File: config.mk
export PLATFORM = sky130hd
export DESIGN_NAME = rc5_cbc_cipher
export DESIGN_NICKNAME = d
export VERILOG_FILES = /design/src/design/rc5_pkg.sv /design/src/design/rc5_datapath.sv /design/src/design/rc5_control.sv /design/src/design/rc5_cbc_cipher.sv
export SDC_FILE = /design/constraint.sdc
export NUM_CORES = 2
export LEC_CHECK = 0
export BUFFER_PORTS_ARGS = -buffer_cell sky130_fd_sc_hd__buf_2
export CAP_MARGIN = 20
export CORE_MARGIN = 4
export CORE_UTILIZATION = 50
export CTS_BUF_LIST = sky130_fd_sc_hd__clkbuf_2 sky130_fd_sc_hd__clkbuf_4 sky130_fd_sc_hd__clkbuf_8
export DETAILED_ROUTE_END_ITERATION = 16
export PLACE_DENSITY = 0.72
export SLEW_MARGIN = 25
export SYNTH_ARGS = -nofsm -noshare
export SYNTH_HDL_FRONTEND = slang
export SYNTH_SLANG_ARGS = --single-unit
File: constraint.sdc
create_clock -name clk -period 10.6 [get_ports clk]
set_input_delay 0.53 -clock clk [delete_from_list [all_inputs] [get_ports clk]]
set_output_delay 0.53 -clock clk [all_outputs]
set_load 0.02 [all_outputs]
File: src/design/rc5_pkg.sv
`default_nettype none
package rc5_pkg;

  localparam int ROUNDS     = 16;
  localparam int KEY_BYTES  = 16;
  localparam int RK_COUNT   = 2 * (ROUNDS + 1);
  localparam int KEY_WORDS  = (KEY_BYTES + 3) / 4;
  localparam int RK_AW      = $clog2(RK_COUNT);
  localparam int RND_W      = $clog2(ROUNDS + 1);
  localparam int MIX_TOTAL  = 3 * ((RK_COUNT > KEY_WORDS) ? RK_COUNT : KEY_WORDS);
  localparam int MIX_W      = $clog2(MIX_TOTAL);
  localparam int WORD_IDX_W = 2;
  localparam int CFG_AW     = 2;

  localparam logic [31:0] MAGIC_P  = 32'hb7e15163;
  localparam logic [31:0] MAGIC_Q  = 32'h9e3779b9;
  localparam logic [63:0] IV_RESET = 64'h0101010101010101;

  // opcodes
  localparam logic [1:0] OP_EXPAND  = 2'd0;
  localparam logic [1:0] OP_ENCRYPT = 2'd1;
  localparam logic [1:0] OP_DECRYPT = 2'd2;

  // configuration register indexes
  localparam logic [CFG_AW-1:0] REG_KEY_LOW     = 2'd0;
  localparam logic [CFG_AW-1:0] REG_KEY_HIGH    = 2'd1;
  localparam logic [CFG_AW-1:0] REG_INIT_VECTOR = 2'd2;

  typedef enum logic [3:0] {
    S_IDLE,
    S_KEY_INIT,
    S_MIX_A,
    S_MIX_B,
    S_ENC_WHITE,
    S_ENC_ROUND,
    S_DEC_ROUND,
    S_DEC_WHITE,
    S_FINISH
  } state_t;

  typedef enum logic [1:0] {
    OUT_ENC,
    OUT_DEC,
    OUT_ZERO,
    OUT_ERR
  } out_kind_t;

  typedef struct packed {
    logic                  load_key;
    logic                  load_enc;
    logic                  load_dec;
    logic                  init_wr;
    logic                  mix_a;
    logic                  mix_b;
    logic                  enc_white;
    logic                  enc_round;
    logic                  dec_round;
    logic                  dec_white;
    logic                  out_load;
    out_kind_t             out_kind;
    logic [RK_AW-1:0]      raddr0;
    logic [RK_AW-1:0]      raddr1;
    logic [RK_AW-1:0]      kaddr;
    logic [WORD_IDX_W-1:0] widx;
  } dp_cmd_t;

endpackage
`default_nettype wire

File: src/design/rc5_datapath.sv
`default_nettype none
module rc5_datapath (
  input  wire logic                       clk,
  input  wire logic                       rst,
  input  wire logic                       cfg_we,
  input  wire logic [rc5_pkg::CFG_AW-1:0] cfg_addr,
  input  wire logic [63:0]                cfg_data,
  input  wire logic [63:0]                in_block,
  input  wire logic                       in_first,
  input  wire rc5_pkg::dp_cmd_t           cmd,
  output logic [63:0]                     out_block,
  output logic                            out_status
);
  import rc5_pkg::*;

  function automatic logic [31:0] rol32(input logic [31:0] v, input logic [4:0] s);
    logic [63:0] t;
    t = {v, v} << s;
    return t[63:32];
  endfunction

  function automatic logic [31:0] ror32(input logic [31:0] v, input logic [4:0] s);
    logic [63:0] t;
    t = {v, v} >> s;
    return t[31:0];
  endfunction

  function automatic logic [127:0] key_bytes(input logic [63:0] lo, input logic [63:0] hi);
    logic [127:0] src;
    logic [127:0] w;
    src = {hi, lo};
    w   = '0;
    for (int k = 0; k < 16; k++) begin
      if (k < KEY_BYTES) w[k*8 +: 8] = src[k*8 +: 8];
    end
    return w;
  endfunction

  logic [63:0] key_low, key_high, init_vector;
  logic [63:0] chain;
  logic [63:0] xmask;
  logic [31:0] a, b;
  logic [31:0] init_val;
  logic [31:0] lw [4];
  logic [31:0] rk_mem [RK_COUNT];
  logic [31:0] rd0, rd1;

  logic [63:0]  chain_eff;
  logic [127:0] kw;
  logic [31:0]  ea, eb, da, db, ma, mb, ab_sum;

  assign chain_eff = in_first ? init_vector : chain;
  assign kw        = key_bytes(key_low, key_high);

  always_comb begin
    ea     = rol32(a ^ b, b[4:0]) + rd0;
    eb     = rol32(ea ^ b, ea[4:0]) + rd1;
    db     = ror32(b - rd1, a[4:0]) ^ a;
    da     = ror32(a - rd0, db[4:0]) ^ db;
    ma     = rol32(rd0 + a + b, 5'd3);
    ab_sum = a + b;
    mb     = rol32(lw[cmd.widx] + ab_sum, ab_sum[4:0]);
  end

  always_ff @(posedge clk) begin
    if (rst) begin
      key_low     <= '0;
      key_high    <= '0;
      init_vector <= IV_RESET;
    end else if (cfg_we) begin
      case (cfg_addr)
        REG_KEY_LOW:     key_low     <= cfg_data;
        REG_KEY_HIGH:    key_high    <= cfg_data;
        REG_INIT_VECTOR: init_vector <= cfg_data;
        default: ;
      endcase
    end
  end

  // round key store: one write port, two registered read ports
  always_ff @(posedge clk) begin
    if (cmd.init_wr) begin
      rk_mem[cmd.kaddr] <= init_val;
    end else if (cmd.mix_a) begin
      rk_mem[cmd.kaddr] <= ma;
    end
    rd0 <= rk_mem[cmd.raddr0];
    rd1 <= rk_mem[cmd.raddr1];
  end

  always_ff @(posedge clk) begin
    if (rst) begin
      chain <= '0;
    end else if (cmd.load_dec) begin
      chain <= in_block;
    end else if (cmd.out_load && cmd.out_kind == OUT_ENC) begin
      chain <= {b, a};
    end
  end

  always_ff @(posedge clk) begin
    if (cmd.load_key) begin
      for (int k = 0; k < 4; k++) lw[k] <= kw[k*32 +: 32];
      a        <= '0;
      b        <= '0;
      init_val <= MAGIC_P;
    end else if (cmd.init_wr) begin
      init_val <= init_val + MAGIC_Q;
    end else if (cmd.mix_a) begin
      a <= ma;
    end else if (cmd.mix_b) begin
      b            <= mb;
      lw[cmd.widx] <= mb;
    end else if (cmd.load_enc) begin
      {b, a} <= in_block ^ chain_eff;
    end else if (cmd.load_dec) begin
      {b, a} <= in_block;
      xmask  <= chain_eff;
    end else if (cmd.enc_white) begin
      a <= a + rd0;
      b <= b + rd1;
    end else if (cmd.enc_round) begin
      a <= ea;
      b <= eb;
    end else if (cmd.dec_round) begin
      a <= da;
      b <= db;
    end else if (cmd.dec_white) begin
      a <= a - rd0;
      b <= b - rd1;
    end
  end

  always_ff @(posedge clk) begin
    if (cmd.out_load) begin
      case (cmd.out_kind)
        OUT_ENC: begin
          out_block  <= {b, a};
          out_status <= 1'b0;
        end
        OUT_DEC: begin
          out_block  <= {b, a} ^ xmask;
          out_status <= 1'b0;
        end
        OUT_ERR: begin
          out_block  <= '0;
          out_status <= 1'b1;
        end
        default: begin
          out_block  <= '0;
          out_status <= 1'b0;
        end
      endcase
    end
  end

endmodule
`default_nettype wire

File: src/design/rc5_control.sv
`default_nettype none
module rc5_control (
  input  wire logic        clk,
  input  wire logic        rst,
  input  wire logic        in_valid,
  output logic             in_ready,
  input  wire logic [1:0]  in_op,
  output logic             out_valid,
  input  wire logic        out_ready,
  output rc5_pkg::dp_cmd_t cmd
);
  import rc5_pkg::*;

  state_t                state, state_next;
  out_kind_t             kind;
  logic [RK_AW-1:0]      idx;
  logic [WORD_IDX_W-1:0] widx;
  logic [MIX_W-1:0]      mix_cnt;
  logic [RND_W-1:0]      rnd;
  logic                  key_ready;

  logic                  accept;
  logic                  idx_last, mix_last, rnd_last, out_free;
  logic [RK_AW-1:0]      idx_wrap;
  logic [WORD_IDX_W-1:0] widx_wrap;
  logic [RK_AW-1:0]      base_next, base_prev;

  assign in_ready  = (state == S_IDLE);
  assign accept    = in_valid && in_ready;
  assign idx_last  = (idx == RK_AW'(RK_COUNT - 1));
  assign idx_wrap  = idx_last ? '0 : idx + 1'b1;
  assign widx_wrap = (widx == WORD_IDX_W'(KEY_WORDS - 1)) ? '0 : widx + 1'b1;
  assign mix_last  = (mix_cnt == MIX_W'(MIX_TOTAL - 1));
  assign rnd_last  = (rnd == RND_W'(ROUNDS));
  assign out_free  = !out_valid || out_ready;
  assign base_next = RK_AW'({rnd, 1'b0}) + RK_AW'(2);
  assign base_prev = RK_AW'({rnd, 1'b0}) - RK_AW'(2);

  always_comb begin
    state_next = state;
    case (state)
      S_IDLE: begin
        if (accept) begin
          if (in_op == OP_EXPAND) state_next = S_KEY_INIT;
          else if (in_op == OP_ENCRYPT && key_ready) state_next = S_ENC_WHITE;
          else if (in_op == OP_DECRYPT && key_ready) state_next = S_DEC_ROUND;
          else state_next = S_FINISH;
        end
      end
      S_KEY_INIT:  if (idx_last) state_next = S_MIX_A;
      S_MIX_A:     state_next = S_MIX_B;
      S_MIX_B:     state_next = mix_last ? S_FINISH : S_MIX_A;
      S_ENC_WHITE: state_next = S_ENC_ROUND;
      S_ENC_ROUND: if (rnd_last) state_next = S_FINISH;
      S_DEC_ROUND: if (rnd == RND_W'(1)) state_next = S_DEC_WHITE;
      S_DEC_WHITE: state_next = S_FINISH;
      S_FINISH:    if (out_free) state_next = S_IDLE;
      default:     state_next = S_IDLE;
    endcase
  end

  always_comb begin
    cmd          = '0;
    cmd.out_kind = kind;
    cmd.kaddr    = idx;
    cmd.widx     = widx;
    case (state)
      S_IDLE: begin
        if (accept) begin
          cmd.load_key = (in_op == OP_EXPAND);
          cmd.load_enc = (in_op == OP_ENCRYPT) && key_ready;
          cmd.load_dec = (in_op == OP_DECRYPT) && key_ready;
        end
        if (in_op == OP_DECRYPT) begin
          cmd.raddr0 = RK_AW'(RK_COUNT - 2);
          cmd.raddr1 = RK_AW'(RK_COUNT - 1);
        end else begin
          cmd.raddr0 = RK_AW'(0);
          cmd.raddr1 = RK_AW'(1);
        end
      end
      S_KEY_INIT: cmd.init_wr = 1'b1;
      S_MIX_A:    cmd.mix_a   = 1'b1;
      S_MIX_B: begin
        cmd.mix_b  = 1'b1;
        cmd.raddr0 = idx_wrap;
      end
      S_ENC_WHITE: begin
        cmd.enc_white = 1'b1;
        cmd.raddr0    = RK_AW'(2);
        cmd.raddr1    = RK_AW'(3);
      end
      S_ENC_ROUND: begin
        cmd.enc_round = 1'b1;
        if (!rnd_last) begin
          cmd.raddr0 = base_next;
          cmd.raddr1 = base_next + 1'b1;
        end
      end
      S_DEC_ROUND: begin
        cmd.dec_round = 1'b1;
        cmd.raddr0    = base_prev;
        cmd.raddr1    = base_prev + 1'b1;
      end
      S_DEC_WHITE: cmd.dec_white = 1'b1;
      S_FINISH:    cmd.out_load  = out_free;
      default: ;
    endcase
  end

  always_ff @(posedge clk) begin
    if (rst) begin
      state     <= S_IDLE;
      key_ready <= 1'b0;
      out_valid <= 1'b0;
      kind      <= OUT_ZERO;
      idx       <= '0;
      widx      <= '0;
      mix_cnt   <= '0;
      rnd       <= '0;
    end else begin
      state <= state_next;
      if (cmd.out_load) out_valid <= 1'b1;
      else if (out_ready) out_valid <= 1'b0;
      case (state)
        S_IDLE: begin
          if (accept) begin
            idx <= '0;
            rnd <= RND_W'(ROUNDS);
            if (in_op == OP_EXPAND) kind <= OUT_ZERO;
            else if (in_op == OP_ENCRYPT) kind <= key_ready ? OUT_ENC : OUT_ERR;
            else if (in_op == OP_DECRYPT) kind <= key_ready ? OUT_DEC : OUT_ERR;
            else kind <= OUT_ZERO;
          end
        end
        S_KEY_INIT: begin
          idx <= idx_wrap;
          if (idx_last) begin
            widx    <= '0;
            mix_cnt <= '0;
          end
        end
        S_MIX_B: begin
          idx     <= idx_wrap;
          widx    <= widx_wrap;
          mix_cnt <= mix_cnt + 1'b1;
          if (mix_last) key_ready <= 1'b1;
        end
        S_ENC_WHITE: rnd <= RND_W'(1);
        S_ENC_ROUND: if (!rnd_last) rnd <= rnd + 1'b1;
        S_DEC_ROUND: rnd <= rnd - 1'b1;
        default: ;
      endcase
    end
  end

endmodule
`default_nettype wire

File: src/design/rc5_cbc_cipher.sv
`default_nettype none
// Channel   Direction  Contents
// s_*       in         tuser: opcode[1:0], first_block[2]; tdata: data_block[63:0]
// m_*       out        tuser: status[0]; tdata: result_block[63:0]
// cfg_*     in         write port: key_low (0), key_high (1), init_vector (2)
//
// Encrypt and decrypt items: one RC5 round per cycle, with both round keys read from the
// dual read port key store; a new item is accepted only once the last one has finished. Key
// expansion writes the 2*(ROUNDS+1) initial round keys, then runs 6*(ROUNDS+1) mix steps,
// each through the MIX_A and MIX_B states, on the single write port. Error and unused
// items go straight to the finish state. One item in flight; the output register holds a
// result while the next item runs, which then waits until it is taken. Reset is synchronous.
module rc5_cbc_cipher (
  input  wire logic                       clk,
  input  wire logic                       rst,
  input  wire logic                       s_tvalid,
  output logic                            s_tready,
  input  wire logic [63:0]                s_tdata,  // data_block[63:0]
  input  wire logic [2:0]                 s_tuser,  // opcode[1:0], first_block[2]
  output logic                            m_tvalid,
  input  wire logic                       m_tready,
  output logic [63:0]                     m_tdata,  // result_block[63:0]
  output logic [0:0]                      m_tuser,  // status[0]
  input  wire logic                       cfg_we,
  input  wire logic [rc5_pkg::CFG_AW-1:0] cfg_addr,
  input  wire logic [63:0]                cfg_data
);
  import rc5_pkg::*;

  dp_cmd_t cmd;

  rc5_control u_control (
    .clk       (clk),
    .rst       (rst),
    .in_valid  (s_tvalid),
    .in_ready  (s_tready),
    .in_op     (s_tuser[1:0]),
    .out_valid (m_tvalid),
    .out_ready (m_tready),
    .cmd       (cmd)
  );

  rc5_datapath u_datapath (
    .clk        (clk),
    .rst        (rst),
    .cfg_we     (cfg_we),
    .cfg_addr   (cfg_addr),
    .cfg_data   (cfg_data),
    .in_block   (s_tdata),
    .in_first   (s_tuser[2]),
    .cmd        (cmd),
    .out_block  (m_tdata),
    .out_status (m_tuser[0])
  );

endmodule
`default_nettype wire
==> impl_metrics.ini <==
[outcome]
status = finished, final reports clean

[synth]
yosysTopAreaCell = edfxtp_1
syn_nets = 11100
netlist_area_mm2 = 0.104
ys.flop_type = edfxtp_1
avgSynthCellArea_um2 = 9.82
synth_edf_count = 1345
synth_seq_cells = 1791
netlist.area_leader.share_pct = 38.7
netlist_instances = 10600
synth_cell_type_count = 107
netlist_top_cells_area = edfxtp_1, dfxtp_1, mux2i_1, nand2_1, a21oi_1
async_flop_share_pct = 0
seq_area_frac_synth_pct = 47.3
ys_warn_count = 0

[sta]
max-slew-margin-rel_pct = 12.9
finalClockSkew_ns = 0.0940
worst_pin_slew_ns = 1.27
finalMaxSlewViolations = 0
setup_slack_ns = 0.490
fmax_ghz = 0.0989
finalCritPeriodShare_pct = 95.4
setup_viol = 0
period_minus_slack_ns = 10.11
hold_viol_final = 0

[floorplanning]
die_x_um = 465
core_mm2 = 0.207
start_util_pct = 50.3
row_count = 167
ioPinCount = 205
die_y_um = 465
die_area_mm2 = 0.216

[placement]
place_congestion = 1.11
place.port_buffers = 204
place_ws_ns = -0.130
dpl.hpwl_um = 344000
place_area_mm2 = 0.111

[layout]
nFillCells = 17700
final_cell_mix = nand2_1, edfxtp_1, a21oi_1
drive_above_1_share_pct = 15.1
fin_area_mm2 = 0.119
nets = 11500
syn_to_final_growth_pct = 13.7
final_common_cell = nand2_1

[grt]
grt_pass1_wl_um = 670000
overflow = 0
grt_pass1_vias = 87500
grt_max_degree = 191
antenna_found_initial = 52
grt.total_usage_pct = 43.5

[worst_setup_path]
crit_path_start_kind = flop
reg2reg_from = u_datapath.b[27]$_SDFFE_PP0P_
crit_required_ns = 11.43
setup.worst_path.start = u_datapath.b[27]$_SDFFE_PP0P_
arrival_ns = 10.94
slowest_delay_ns = 0.41
cp_slowest_cell = fa_1
cp-end-kind = flop
crit_family = compound AO/OA/AOI/OAI gates
path_max_fanout = 3
cp_num_buf_inv = 8
criticalPathCategory = reg -> reg

[route]
drtIter0Drc = 14500
via_count = 94400
drt_wl_total_um = 487000
drcViolationCount = 0
ant_nets = 0
wire_per_inst_um = 34.6
firstDrtPassIters = 10
avgViaCountPerCell = 6.70

[run]
maxCapViolations = 0

[min_path]
hp-class = in -> reg
worstHoldStart = rst

[clock_network]
numCtsBuffers = 313
clkSinkCount = 1791
cts_buffer_depth = 4
tritoncts = yes
root_buffer = clkbuf_8
clk_pin_slew_ns = 0.06
clk_latency_ns = 1.06
htreeDepth = 5
[Yosys cell counts, types with 85 or more instances]
library cell / n
mux4_2: 103
a211oi_1: 423
dfxtp_1: 446
a311oi_1: 144
nand3_1: 102
a21o_1: 86
ha_1: 291
inv_1: 199
clkbuf_1: 637
o21ai_0: 640
buf_1: 94
nand2_1: 1826
xor2_1: 169
a21oi_1: 826
edfxtp_1: 1345
nor2_1: 636
a31oi_1: 177
nor3_1: 101
and2_1: 289
xnor2_1: 253
mux2i_1: 686
o211ai_1: 175
a22oi_1: 85
mux2_2: 127
[sequential cells by signal, indices dropped and copies added, names as in the netlist, 2 cells and up, named ones only]
name                    cells
u_datapath.xmask           64
u_datapath.b               32
u_datapath.rd1             32
u_datapath.rk_mem        1088
u_control.state             4
u_datapath.key_high        64
u_datapath.lw             128
u_datapath.init_val        32
u_control.widx              2
u_datapath.a               32
u_datapath.init_vector     64
u_control.mix_cnt           7
u_datapath.chain           64
u_datapath.key_low         64
u_control.rnd               5
u_control.kind              2
u_datapath.rd0             32
u_datapath.out_block       64
u_control.idx               6
[routing by layer]
layer	share of wire, %	track usage (%)	up-vias	routed length [um]
li1	-	-	40000	-
met4	8.6	30.4	26	42100
met1	37	56.4	45900	181000
met5	0.036	0	-	174
met2	43	64.6	6939	208000
met3	11	9.63	1508	55900
[path summary, 6_finish.rpt]
kind / cells past startpoint / slack (ns) / end
max: 55 / 0.49 / u_datapath.b[24]$_SDFFE_PP0P_
min: 2 / 0.07 / u_datapath.init_vector[62]$_SDFFE_PP0P_
max reg2reg: 55 / 0.49 / u_datapath.b[24]$_SDFFE_PP0P_
min reg2reg: 2 / 0.45 / u_datapath.chain[47]$_SDFFE_PP0P_
[area by class of cell]
cell class                 count  area [um2]  share of cell area [%]
antenna                       41         103                  0.0866
inverter                     212         798                   0.674
clock inverter                91         606                   0.511
sequential                  1791       49300                    41.6
clock buffer                 447        5460                    4.61
multi-input combinational   7854       52200                    44.0
timing repair buffer         866        6560                    5.54
tap                         2788        3490                    2.94
[what timing repair did]
item                                   CTS  global route
endpoints found under the hold margin  256             0
hold buffers                           127             0
pin swaps                                0            10
buffers inserted                         0             3
setup endpoints to repair                6            20
gates resized for setup                  3            43
[cell families (layout without fill, tap and decap cells)]
group | Yosys count | in the layout | share of synthesized area [%]
and+or+nand+nor | 3217 | 3217 | 13.3
AOI/OAI and AO/OA | 2994 | 2994 | 18.3
DFF | 1791 | 1791 | 47.3
buffers and inverters | 977 | 1616 | 3.61
muxes | 916 | 916 | 10.2
xor gates and xnor gates | 426 | 426 | 3.63
adders and majority gates | 301 | 301 | 3.67
other | 0 | 41 | 0
[metrics by stage]
stage | instances | hold WS [ns] | TNS [ns] | util [%]
final | 14100 | 0.0708 | 0 | 57.2
after floorplan | 10600 | 0.433 | 0 | -
after global routing | 14100 | 0.0631 | -0.171 | 57.2
after CTS | 14000 | 0.00577 | 0 | 57.0
after global placement | 13400 | 0.439 | -0.939 | 53.4
after detailed placement | 13400 | 0.444 | -0.444 | 53.4
Power is not shown: default switching activity piles up to over one toggle a cycle in this logic, so the estimate is an artifact.
